`config.mk`:
```
export PLATFORM = sky130hd
export DESIGN_NAME = led_blink_pattern_controller_flat
export DESIGN_NICKNAME = d
export VERILOG_FILES = /design/src/rtl/lbpc_pkg.sv /design/src/rtl/lbpc_if.sv /design/src/rtl/lbpc_step.sv /design/src/rtl/led_blink_pattern_controller.sv /design/src/flat_wrapper.sv
export SDC_FILE = /design/constraint.sdc
export NUM_CORES = 1
export LEC_CHECK = 0
export ABC_CLOCK_PERIOD_IN_PS = 4600
export BUFFER_PORTS_ARGS = -buffer_cell sky130_fd_sc_hd__buf_4
export CAP_MARGIN = 20
export CORE_UTILIZATION = 35
export DETAILED_ROUTE_END_ITERATION = 7
export GPL_TIMING_DRIVEN = 1
export MAX_ROUTING_LAYER = met4
export SETUP_SLACK_MARGIN = 0.5
export SLEW_MARGIN = 10
export SYNTH_ARGS = -nofsm -noshare
export SYNTH_HDL_FRONTEND = slang
export SYNTH_SLANG_ARGS = --single-unit
```
`constraint.sdc`:
```
create_clock -name clk_i -period 4.6 [get_ports clk_i]
set_clock_uncertainty 0.15 [all_clocks]
set_input_delay 0.92 -clock clk_i [delete_from_list [all_inputs] [get_ports clk_i]]
set_output_delay 0.92 -clock clk_i [all_outputs]
set_load 0.02 [all_outputs]
```
`src/rtl/lbpc_pkg.sv`:
```
// Package: shared types and fixed constants of the LED blink pattern controller.
`default_nettype none
package lbpc_pkg;

  // Confirmation sequence: CONFIRM_COUNT on/off pairs, each phase CONFIRM_PERIOD_MS long.
  localparam int unsigned CONFIRM_COUNT     = 3;
  localparam int unsigned CONFIRM_PERIOD_MS = 80;
  localparam int unsigned CONFIRM_STEPS     = 2 * CONFIRM_COUNT;
  localparam logic [31:0] CONFIRM_TOTAL_MS  = 32'(CONFIRM_STEPS * CONFIRM_PERIOD_MS);

  // Register file geometry
  localparam int unsigned ADDR_W = 4;

  // Config register reset values
  localparam logic [15:0] ON_TIME_RST     = 16'd150;
  localparam logic [15:0] OFF_TIME_RST    = 16'd150;
  localparam logic [15:0] PAUSE_TIME_RST  = 16'd800;
  localparam logic [3:0]  BLINK_COUNT_RST = 4'd1;

  typedef enum logic [1:0] {
    REG_ON_TIME     = 2'd0,
    REG_OFF_TIME    = 2'd1,
    REG_PAUSE_TIME  = 2'd2,
    REG_BLINK_COUNT = 2'd3
  } reg_idx_e;

  typedef struct packed {
    logic [15:0] on_time_ms;
    logic [15:0] off_time_ms;
    logic [15:0] pause_time_ms;
    logic [3:0]  blink_count;
  } cfg_t;

  typedef struct packed {
    logic        pattern_running;
    logic [3:0]  blink_index;
    logic        phase_lit;
    logic [31:0] last_change_ms;
    logic        confirm_running;
    logic [31:0] confirm_begin_ms;
    logic        led2_level;
  } state_t;

  typedef struct packed {
    logic led1_on;
    logic led2_on;
    logic confirm_busy;
  } result_t;

endpackage
`default_nettype wire

```
`src/rtl/lbpc_if.sv`:
```
// Interfaces: input and result item channels (valid/ready with payload).
`default_nettype none
interface lbpc_in_if;
  logic        valid;
  logic        ready;
  logic [31:0] now_ms;
  logic        bypass;
  logic        start_confirm;

  modport source (output valid, output now_ms, output bypass, output start_confirm,
                  input ready);
  modport sink   (input valid, input now_ms, input bypass, input start_confirm,
                  output ready);
endinterface

interface lbpc_out_if;
  logic valid;
  logic ready;
  logic led1_on;
  logic led2_on;
  logic confirm_busy;

  modport source (output valid, output led1_on, output led2_on, output confirm_busy,
                  input ready);
  modport sink   (input valid, input led1_on, input led2_on, input confirm_busy,
                  output ready);
endinterface
`default_nettype wire

```
`src/rtl/lbpc_step.sv`:
```
// Step logic: next state and result of one service pass.
`default_nettype none
module lbpc_step (
  input  lbpc_pkg::state_t  st_i,
  input  lbpc_pkg::cfg_t    cfg_i,
  input  logic [31:0]       now_ms_i,
  input  logic              bypass_i,
  input  logic              start_confirm_i,
  output lbpc_pkg::state_t  st_o,
  output lbpc_pkg::result_t res_o
);
  import lbpc_pkg::*;

  logic [31:0] begin_ms;
  logic [31:0] conf_elapsed;
  logic [31:0] pat_elapsed;
  logic [CONFIRM_STEPS-2:0] step_ge;
  logic        conf_done;
  logic        conf_lvl;

  // Confirm start is folded in before timing
  assign begin_ms     = start_confirm_i ? now_ms_i : st_i.confirm_begin_ms;
  assign conf_elapsed = now_ms_i - begin_ms;
  assign conf_done    = conf_elapsed >= CONFIRM_TOTAL_MS;

  // Period boundaries crossed; parity gives the step's odd/even phase
  for (genvar k = 1; k < CONFIRM_STEPS; k++) begin : g_bound
    assign step_ge[k-1] = conf_elapsed >= 32'(k * CONFIRM_PERIOD_MS);
  end
  assign conf_lvl = ~(^step_ge);

  always_comb begin
    st_o = st_i;
    res_o.led1_on      = ~bypass_i;
    res_o.confirm_busy = 1'b0;
    pat_elapsed        = '0;

    if (start_confirm_i) begin
      st_o.confirm_running  = 1'b1;
      st_o.confirm_begin_ms = now_ms_i;
    end

    if (st_o.confirm_running) begin
      if (conf_done) begin
        st_o.confirm_running = 1'b0;
        st_o.led2_level      = 1'b0;
        st_o.pattern_running = 1'b0;
      end else begin
        res_o.led1_on      = conf_lvl;
        st_o.led2_level    = conf_lvl;
        res_o.confirm_busy = 1'b1;
      end
    end

    if (!res_o.confirm_busy) begin
      pat_elapsed = now_ms_i - st_o.last_change_ms;
      if (bypass_i) begin
        if (st_o.pattern_running) begin
          st_o.pattern_running = 1'b0;
          st_o.led2_level      = 1'b0;
        end
      end else if (!st_o.pattern_running) begin
        // pattern start: dark, no timing decision this pass
        st_o.pattern_running = 1'b1;
        st_o.blink_index     = '0;
        st_o.phase_lit       = 1'b0;
        st_o.last_change_ms  = now_ms_i;
        st_o.led2_level      = 1'b0;
      end else if (st_o.phase_lit) begin
        if (pat_elapsed >= {16'd0, cfg_i.on_time_ms}) begin
          st_o.led2_level     = 1'b0;
          st_o.phase_lit      = 1'b0;
          st_o.last_change_ms = now_ms_i;
          st_o.blink_index    = st_o.blink_index + 4'd1;
        end
      end else if (st_o.blink_index >= cfg_i.blink_count) begin
        if (pat_elapsed >= {16'd0, cfg_i.pause_time_ms}) begin
          st_o.blink_index    = '0;
          st_o.phase_lit      = 1'b0;
          st_o.last_change_ms = now_ms_i;
        end
      end else if (pat_elapsed >= {16'd0, cfg_i.off_time_ms}) begin
        st_o.led2_level     = 1'b1;
        st_o.phase_lit      = 1'b1;
        st_o.last_change_ms = now_ms_i;
      end
    end

    res_o.led2_on = st_o.led2_level;
  end

endmodule
`default_nettype wire

```
`src/rtl/led_blink_pattern_controller.sv`:
```
// Top level: LED blink pattern controller with item channels and APB config.
//
// Usage:
//   in_ch_i  carries one service tick per item: now_ms (free-running ms time),
//            bypass and start_confirm. Each item yields exactly one result.
//   out_ch_o carries led1_on, led2_on and confirm_busy for that tick.
//   APB port writes on/off/pause times (regs 0..2, 16 bit) and blink_count
//   (reg 3, 4 bit) at byte addresses 0, 4, 8, 12; pready is tied high.
//   Write config only while no items are in flight.
// Path: an accepted item goes into the input register, then through the
//   single-pass step logic into the result register.
// Throughput: one item per cycle while out_ch_o.ready stays high; the step logic
//   is one compare-and-update pass, and the state register feeds straight back.
// Reset: LED2 level cleared, pattern and confirm idle, config at defaults
//   (150/150/800 ms, one blink). No clearing pass is needed.
// Stall: while the result waits on out_ch_o.ready the input register still
//   takes one more item; after that in_ch_i.ready drops until the result
//   register drains. Nothing is dropped or repeated.
`default_nettype none
module led_blink_pattern_controller (
  input  logic                           clk_i,
  input  logic                           rst_ni,
  lbpc_in_if.sink                        in_ch_i,
  lbpc_out_if.source                     out_ch_o,
  input  logic                           psel,
  input  logic                           penable,
  input  logic                           pwrite,
  input  logic [lbpc_pkg::ADDR_W-1:0]    paddr,
  input  logic [31:0]                    pwdata,
  output logic [31:0]                    prdata,
  output logic                           pready
);
  import lbpc_pkg::*;

  // config registers
  cfg_t     cfg_q;
  reg_idx_e reg_idx;
  logic     cfg_wr;

  // input register stage
  logic        s1_valid_q;
  logic [31:0] s1_now_q;
  logic        s1_bypass_q;
  logic        s1_start_q;
  logic        s1_adv;

  // step state and result register
  state_t  state_q, state_d;
  result_t res_d, res_q;
  logic    out_valid_q;
  logic    out_free;

  // ---------------- APB config ----------------
  assign pready  = 1'b1;
  assign reg_idx = reg_idx_e'(paddr[ADDR_W-1:2]);
  assign cfg_wr  = psel && penable && pwrite;

  always_comb begin
    unique case (reg_idx)
      REG_ON_TIME:     prdata = {16'd0, cfg_q.on_time_ms};
      REG_OFF_TIME:    prdata = {16'd0, cfg_q.off_time_ms};
      REG_PAUSE_TIME:  prdata = {16'd0, cfg_q.pause_time_ms};
      REG_BLINK_COUNT: prdata = {28'd0, cfg_q.blink_count};
      default:         prdata = '0;
    endcase
  end

  always_ff @(posedge clk_i or negedge rst_ni) begin
    if (!rst_ni) begin
      cfg_q.on_time_ms    <= ON_TIME_RST;
      cfg_q.off_time_ms   <= OFF_TIME_RST;
      cfg_q.pause_time_ms <= PAUSE_TIME_RST;
      cfg_q.blink_count   <= BLINK_COUNT_RST;
    end else if (cfg_wr) begin
      unique case (reg_idx)
        REG_ON_TIME:     cfg_q.on_time_ms    <= pwdata[15:0];
        REG_OFF_TIME:    cfg_q.off_time_ms   <= pwdata[15:0];
        REG_PAUSE_TIME:  cfg_q.pause_time_ms <= pwdata[15:0];
        REG_BLINK_COUNT: cfg_q.blink_count   <= pwdata[3:0];
        default: ;
      endcase
    end
  end

  // ---------------- handshake ----------------
  // Result register frees when empty or being taken; the input register
  // moves forward whenever the result register can take it.
  assign out_free      = !out_valid_q || out_ch_o.ready;
  assign s1_adv        = s1_valid_q && out_free;
  assign in_ch_i.ready = !s1_valid_q || out_free;

  always_ff @(posedge clk_i or negedge rst_ni) begin
    if (!rst_ni) begin
      s1_valid_q <= 1'b0;
    end else if (in_ch_i.ready) begin
      s1_valid_q <= in_ch_i.valid;
    end
  end

  always_ff @(posedge clk_i) begin
    if (in_ch_i.valid && in_ch_i.ready) begin
      s1_now_q    <= in_ch_i.now_ms;
      s1_bypass_q <= in_ch_i.bypass;
      s1_start_q  <= in_ch_i.start_confirm;
    end
  end

  // ---------------- service pass ----------------
  lbpc_step u_step (
    .st_i            (state_q),
    .cfg_i           (cfg_q),
    .now_ms_i        (s1_now_q),
    .bypass_i        (s1_bypass_q),
    .start_confirm_i (s1_start_q),
    .st_o            (state_d),
    .res_o           (res_d)
  );

  always_ff @(posedge clk_i or negedge rst_ni) begin
    if (!rst_ni) begin
      state_q <= '0;
    end else if (s1_adv) begin
      state_q <= state_d;
    end
  end

  always_ff @(posedge clk_i or negedge rst_ni) begin
    if (!rst_ni) begin
      out_valid_q <= 1'b0;
    end else if (out_free) begin
      out_valid_q <= s1_valid_q;
    end
  end

  always_ff @(posedge clk_i) begin
    if (s1_adv) begin
      res_q <= res_d;
    end
  end

  assign out_ch_o.valid        = out_valid_q;
  assign out_ch_o.led1_on      = res_q.led1_on;
  assign out_ch_o.led2_on      = res_q.led2_on;
  assign out_ch_o.confirm_busy = res_q.confirm_busy;

  // ---------------- assertions ----------------
  // During confirmation both LEDs blink together
  a_confirm_lockstep: assert property (@(posedge clk_i) disable iff (!rst_ni)
    out_valid_q && res_q.confirm_busy |-> res_q.led1_on == res_q.led2_on)
    else $error("confirm blink: LEDs out of step");

  // Bypassed and not confirming: preset LED must be dark
  a_bypass_dark: assert property (@(posedge clk_i) disable iff (!rst_ni)
    out_valid_q && !res_q.confirm_busy && !res_q.led1_on |-> !res_q.led2_on)
    else $error("preset LED lit while bypassed");

  // Preset LED level only held while the pattern or the confirmation runs
  a_led2_needs_pattern: assert property (@(posedge clk_i) disable iff (!rst_ni)
    !state_q.pattern_running |-> !state_q.led2_level || state_q.confirm_running)
    else $error("LED2 lit with pattern stopped");

  // A held input item stays put until it moves on
  a_s1_hold: assert property (@(posedge clk_i) disable iff (!rst_ni)
    s1_valid_q && !out_free |=> s1_valid_q && $stable(s1_now_q))
    else $error("input register lost a stalled item");

endmodule
`default_nettype wire
```
`src/flat_wrapper.sv`:
```
// flat-port wrapper written by rule: the top's interface ports become plain ports
module led_blink_pattern_controller_flat import lbpc_pkg::*;
  (clk_i, rst_ni, psel, penable, pwrite, paddr, pwdata, prdata, pready, in_ch_i_valid, in_ch_i_now_ms, in_ch_i_bypass, in_ch_i_start_confirm, in_ch_i_ready, out_ch_o_valid, out_ch_o_led1_on, out_ch_o_led2_on, out_ch_o_confirm_busy, out_ch_o_ready);
  lbpc_in_if in_ch_i_i ();
  lbpc_out_if out_ch_o_i ();
  input  logic clk_i;
  input  logic rst_ni;
  input  logic psel;
  input  logic penable;
  input  logic pwrite;
  input  logic [lbpc_pkg::ADDR_W-1:0] paddr;
  input  logic [31:0] pwdata;
  output logic [31:0] prdata;
  output logic pready;
  input wire logic [$bits(in_ch_i_i.valid)-1:0] in_ch_i_valid;
  input wire logic [$bits(in_ch_i_i.now_ms)-1:0] in_ch_i_now_ms;
  input wire logic [$bits(in_ch_i_i.bypass)-1:0] in_ch_i_bypass;
  input wire logic [$bits(in_ch_i_i.start_confirm)-1:0] in_ch_i_start_confirm;
  output wire logic [$bits(in_ch_i_i.ready)-1:0] in_ch_i_ready;
  output wire logic [$bits(out_ch_o_i.valid)-1:0] out_ch_o_valid;
  output wire logic [$bits(out_ch_o_i.led1_on)-1:0] out_ch_o_led1_on;
  output wire logic [$bits(out_ch_o_i.led2_on)-1:0] out_ch_o_led2_on;
  output wire logic [$bits(out_ch_o_i.confirm_busy)-1:0] out_ch_o_confirm_busy;
  input wire logic [$bits(out_ch_o_i.ready)-1:0] out_ch_o_ready;
  assign in_ch_i_i.valid = in_ch_i_valid;
  assign in_ch_i_i.now_ms = in_ch_i_now_ms;
  assign in_ch_i_i.bypass = in_ch_i_bypass;
  assign in_ch_i_i.start_confirm = in_ch_i_start_confirm;
  assign in_ch_i_ready = in_ch_i_i.ready;
  assign out_ch_o_valid = out_ch_o_i.valid;
  assign out_ch_o_led1_on = out_ch_o_i.led1_on;
  assign out_ch_o_led2_on = out_ch_o_i.led2_on;
  assign out_ch_o_confirm_busy = out_ch_o_i.confirm_busy;
  assign out_ch_o_i.ready = out_ch_o_ready;
  led_blink_pattern_controller u_core (.clk_i(clk_i), .rst_ni(rst_ni), .in_ch_i(in_ch_i_i), .out_ch_o(out_ch_o_i), .psel(psel), .penable(penable), .pwrite(pwrite), .paddr(paddr), .pwdata(pwdata), .prdata(prdata), .pready(pready));
endmodule
```
==> results.json <==
{
  "status": "finished with violations",
  "violations": "negative setup slack",
  "maxCapViolations": 0,
  "setup_viol": 32,
  "drive_above_1_share_pct": 29.6,
  "timing.final.crit_share_pct": 102,
  "synth_common_cells": "131 x nand2_1, 115 x ha_1, 114 x dfrtp_1",
  "cts_buffers": 17,
  "synth.top_cell.area_share_pct": 22.9,
  "yosys_warnings": 0,
  "final_area_um2": 15700,
  "grt_pass1_vias": 10400,
  "cp-start-kind": "flop",
  "cp.required_ns": 4.79,
  "grt_use_total_pct": 19.6,
  "path_max_fanout": 7,
  "total_power_mw": 7.21,
  "drtPass1Iterations": 7,
  "criticalPathCategory": "reg -> reg",
  "min_path_type": "in -> async",
  "vias_per_cell": 5.33,
  "final_nets": 1724,
  "core-area_um2": 34800,
  "worstPathArrival_ns": 4.90,
  "port_buffers": 79,
  "grt_max_degree": 75,
  "fmax_ghz": 0.212,
  "syn_inst": 1324,
  "clk_pin_slew_ns": 0.09,
  "syn_area_per_cell_um2": 9.42,
  "netlist-cell-type-count": 85,
  "post-route-drc-count": 0,
  "antenna_found_initial": 0,
  "grt_pass1_wl_um": 54500,
  "vdd_drop_max_mv": 0.301,
  "timing.final.hold_violations": 0,
  "fin_util_pct": 45.2,
  "clk_latency_ns": 0.45,
  "vias": 10700,
  "cts_buffer_depth": 2,
  "grt_remaining_overflow": 0,
  "fin_ws_ns": -0.106,
  "drt_wl_total_um": 34400,
  "synthTopCellsByArea": "dfrtp_1 23%, ha_1 12%, edfxtp_1 8.9%",
  "yosysMostFrequentCell": "nand2_1",
  "synth_area_um2": 12500,
  "die_area_um2": 36400,
  "rows": 68,
  "drv_slew": 0,
  "area_growth_pct": 26.1,
  "fin_crit_ns": 4.71,
  "antenna_cells": 0,
  "postPlaceCellArea_um2": 14400,
  "pin_count": 115,
  "ant_nets": 0,
  "synth_edf_count": 37,
  "place.gp.congestion": 0.888,
  "die-height_um": 191,
  "timing.slew.headroom_pct": 40.4,
  "grt_setup_unrepaired": "yes",
  "die_w_um": 191,
  "clock-root-buffer": "clkbuf_16",
  "async_reset_ff_share_pct": 77.3,
  "worst_slew_pin_slew_ns": 0.894,
  "timing.hold.ws_ns": 0.269,
  "pwr_density_cell_nw_per_um2": 458,
  "yosysSeqAreaShare_pct": 34.3,
  "h-tree-depth": 4,
  "endpoint_kind": "flop",
  "cts_tree": "built",
  "drt_iter0_markers": 530,
  "cts.sinks": 163,
  "avgRoutedWirePerCell_um": 17.2,
  "synth-seq-cells": 163,
  "dp_hpwl_um": 26300,
  "leakagePower_nw": 7.16,
  "synth_flop_cell": "dfrtp_1",
  "initial_core_util_pct": 35.9,
  "synth_top_area_cell": "dfrtp_1"
}
-- sequential cells by signal, summed over array words and instances, names as in the netlist --
name / cells
u_core.out_ch_o.led2_on: 1
u_core.out_ch_o.led1_on: 1
u_core.cfg_q: 52
u_core.s1_valid_q: 1
u_core.s1_start_q: 1
u_core.out_ch_o.confirm_busy: 1
u_core.s1_now_q: 32
u_core.state_q: 72
u_core.s1_bypass_q: 1
u_core.out_ch_o.valid: 1
-- metrics by stage --
| stage | TNS (ns) | std cells | worst slack (ns) |
|---|---|---|---|
| after CTS | -3.38 | 1984 | -0.153 |
| after global routing | -7.24 | 1998 | -0.253 |
| after global placement | -3.89 | 1937 | -0.154 |
| after detailed placement | -6.98 | 1937 | -0.249 |
| after floorplan | 0 | 1339 | 0.181 |
| final | -2.27 | 1998 | -0.106 |
-- worst max-delay path: stages (launching register included) --
cell,delay [ns]
edfxtp_1,0.41
inv_2,0.10
buf_4,0.10
buf_4,0.09
buf_6,0.09
ha_4,0.13
inv_2,0.04
fa_2,0.36
a21o_1,0.21
a311o_2,0.36
a21boi_4,0.18
o21ai_2,0.09
xor2_2,0.15
a311o_1,0.28
or4b_4,0.57
nor4b_4,0.27
nand4b_4,0.16
nand2_2,0.12
a21o_4,0.13
buf_12,0.11
buf_12,0.09
buf_16,0.12
mux2_4,0.29
-- cell usage in the layout, fill, tap and decap left out, types with 6 or more instances in the layout --
master and count:
o211ai_1 14, buf_12 9, nand2_1 129, conb_1 17, and3_1 9, nor2b_1 6
nor3_1 20, dfrtp_1 114, nand2b_1 14, xnor2_1 14, a31oi_1 8, buf_4 215
o21ai_2 8, ha_1 111, dfstp_2 12, inv_1 96, o21a_1 20, mux2_4 32
o21ai_1 10, or3_1 6, mux2i_1 45, nand4_1 21, o21bai_1 7, a211oi_2 6
xor2_1 13, a21oi_2 14, nand3_1 24, mux2_2 53, o21ai_0 92, clkbuf_16 18
nor2_1 57, a21oi_1 79, a21o_1 30, edfxtp_1 37
-- report_power, final --
group	total [mW]	leakage, nW	internal [mW]	switching (mW)
Clock	1.46	0.283	0.729	0.733
Sequential	1.96	1.85	1.77	0.188
Combinational	3.79	5.03	1.79	2.00
-- final timing paths --
path,from,to,slack (ns),cells after the start
worst max-delay path,u_core.s1_now_q[0]$_DFFE_PP_,u_core.state_q[39]$_DFFE_PN0P_,-0.11,22
worst max register to register,u_core.s1_now_q[0]$_DFFE_PP_,u_core.state_q[39]$_DFFE_PN0P_,-0.11,22
max in group asynchronous,rst_ni,u_core.state_q[27]$_DFFE_PN0P_,3.30,2
min in group clk_i,u_core.s1_valid_q$_DFFE_PN0N_,u_core.out_ch_o.valid$_DFFE_PN0P_,0.33,1
worst min-delay path,rst_ni,u_core.cfg_q[49]$_DFFE_PN0P_,0.27,1
worst min register to register,u_core.s1_valid_q$_DFFE_PN0N_,u_core.out_ch_o.valid$_DFFE_PN0P_,0.33,1
-- final cells by class --
type	instances	area (µm²)
multi-input combinational	1014	7930
inverter	99	372
clock inverter	15	159
fill	3272	19100
tap	455	569
clock buffer	17	425
sequential	163	4280
timing repair buffer	235	2000
-- cell families after synthesis --
group | Yosys count | synth area share, %
flip-flops | 163 | 34.3
AND/OR/NAND/NOR | 350 | 14.1
multiplexers | 136 | 13.0
XOR/XNOR | 31 | 2.18
AO/OA/AOI/OAI | 363 | 18.6
buffers and inverters | 162 | 5.91
adder cells (fa/ha/maj) | 117 | 11.9
other | 2 | 0.0602
-- routing by layer --
metal  part of all wire [%]  vias to the layer above  track usage (%)  routed length, µm
met5                      0                        -                -                  0
met4                    1.7                        0             6.00                580
met3                    2.8                       33             2.28                947
met2                     48                      194             31.9              16500
met1                     48                     5173             25.4              16400
li1                       -                     5258                -                  -
-- repair_timing --
action	in CTS	in global routing
buffers inserted	12	12
setup endpoints to repair	43	43
pin swaps	26	28
gates cloned	3	1
resized for setup	46	48
hold buffers	0	0
Power figures use the tool's default switching activity.
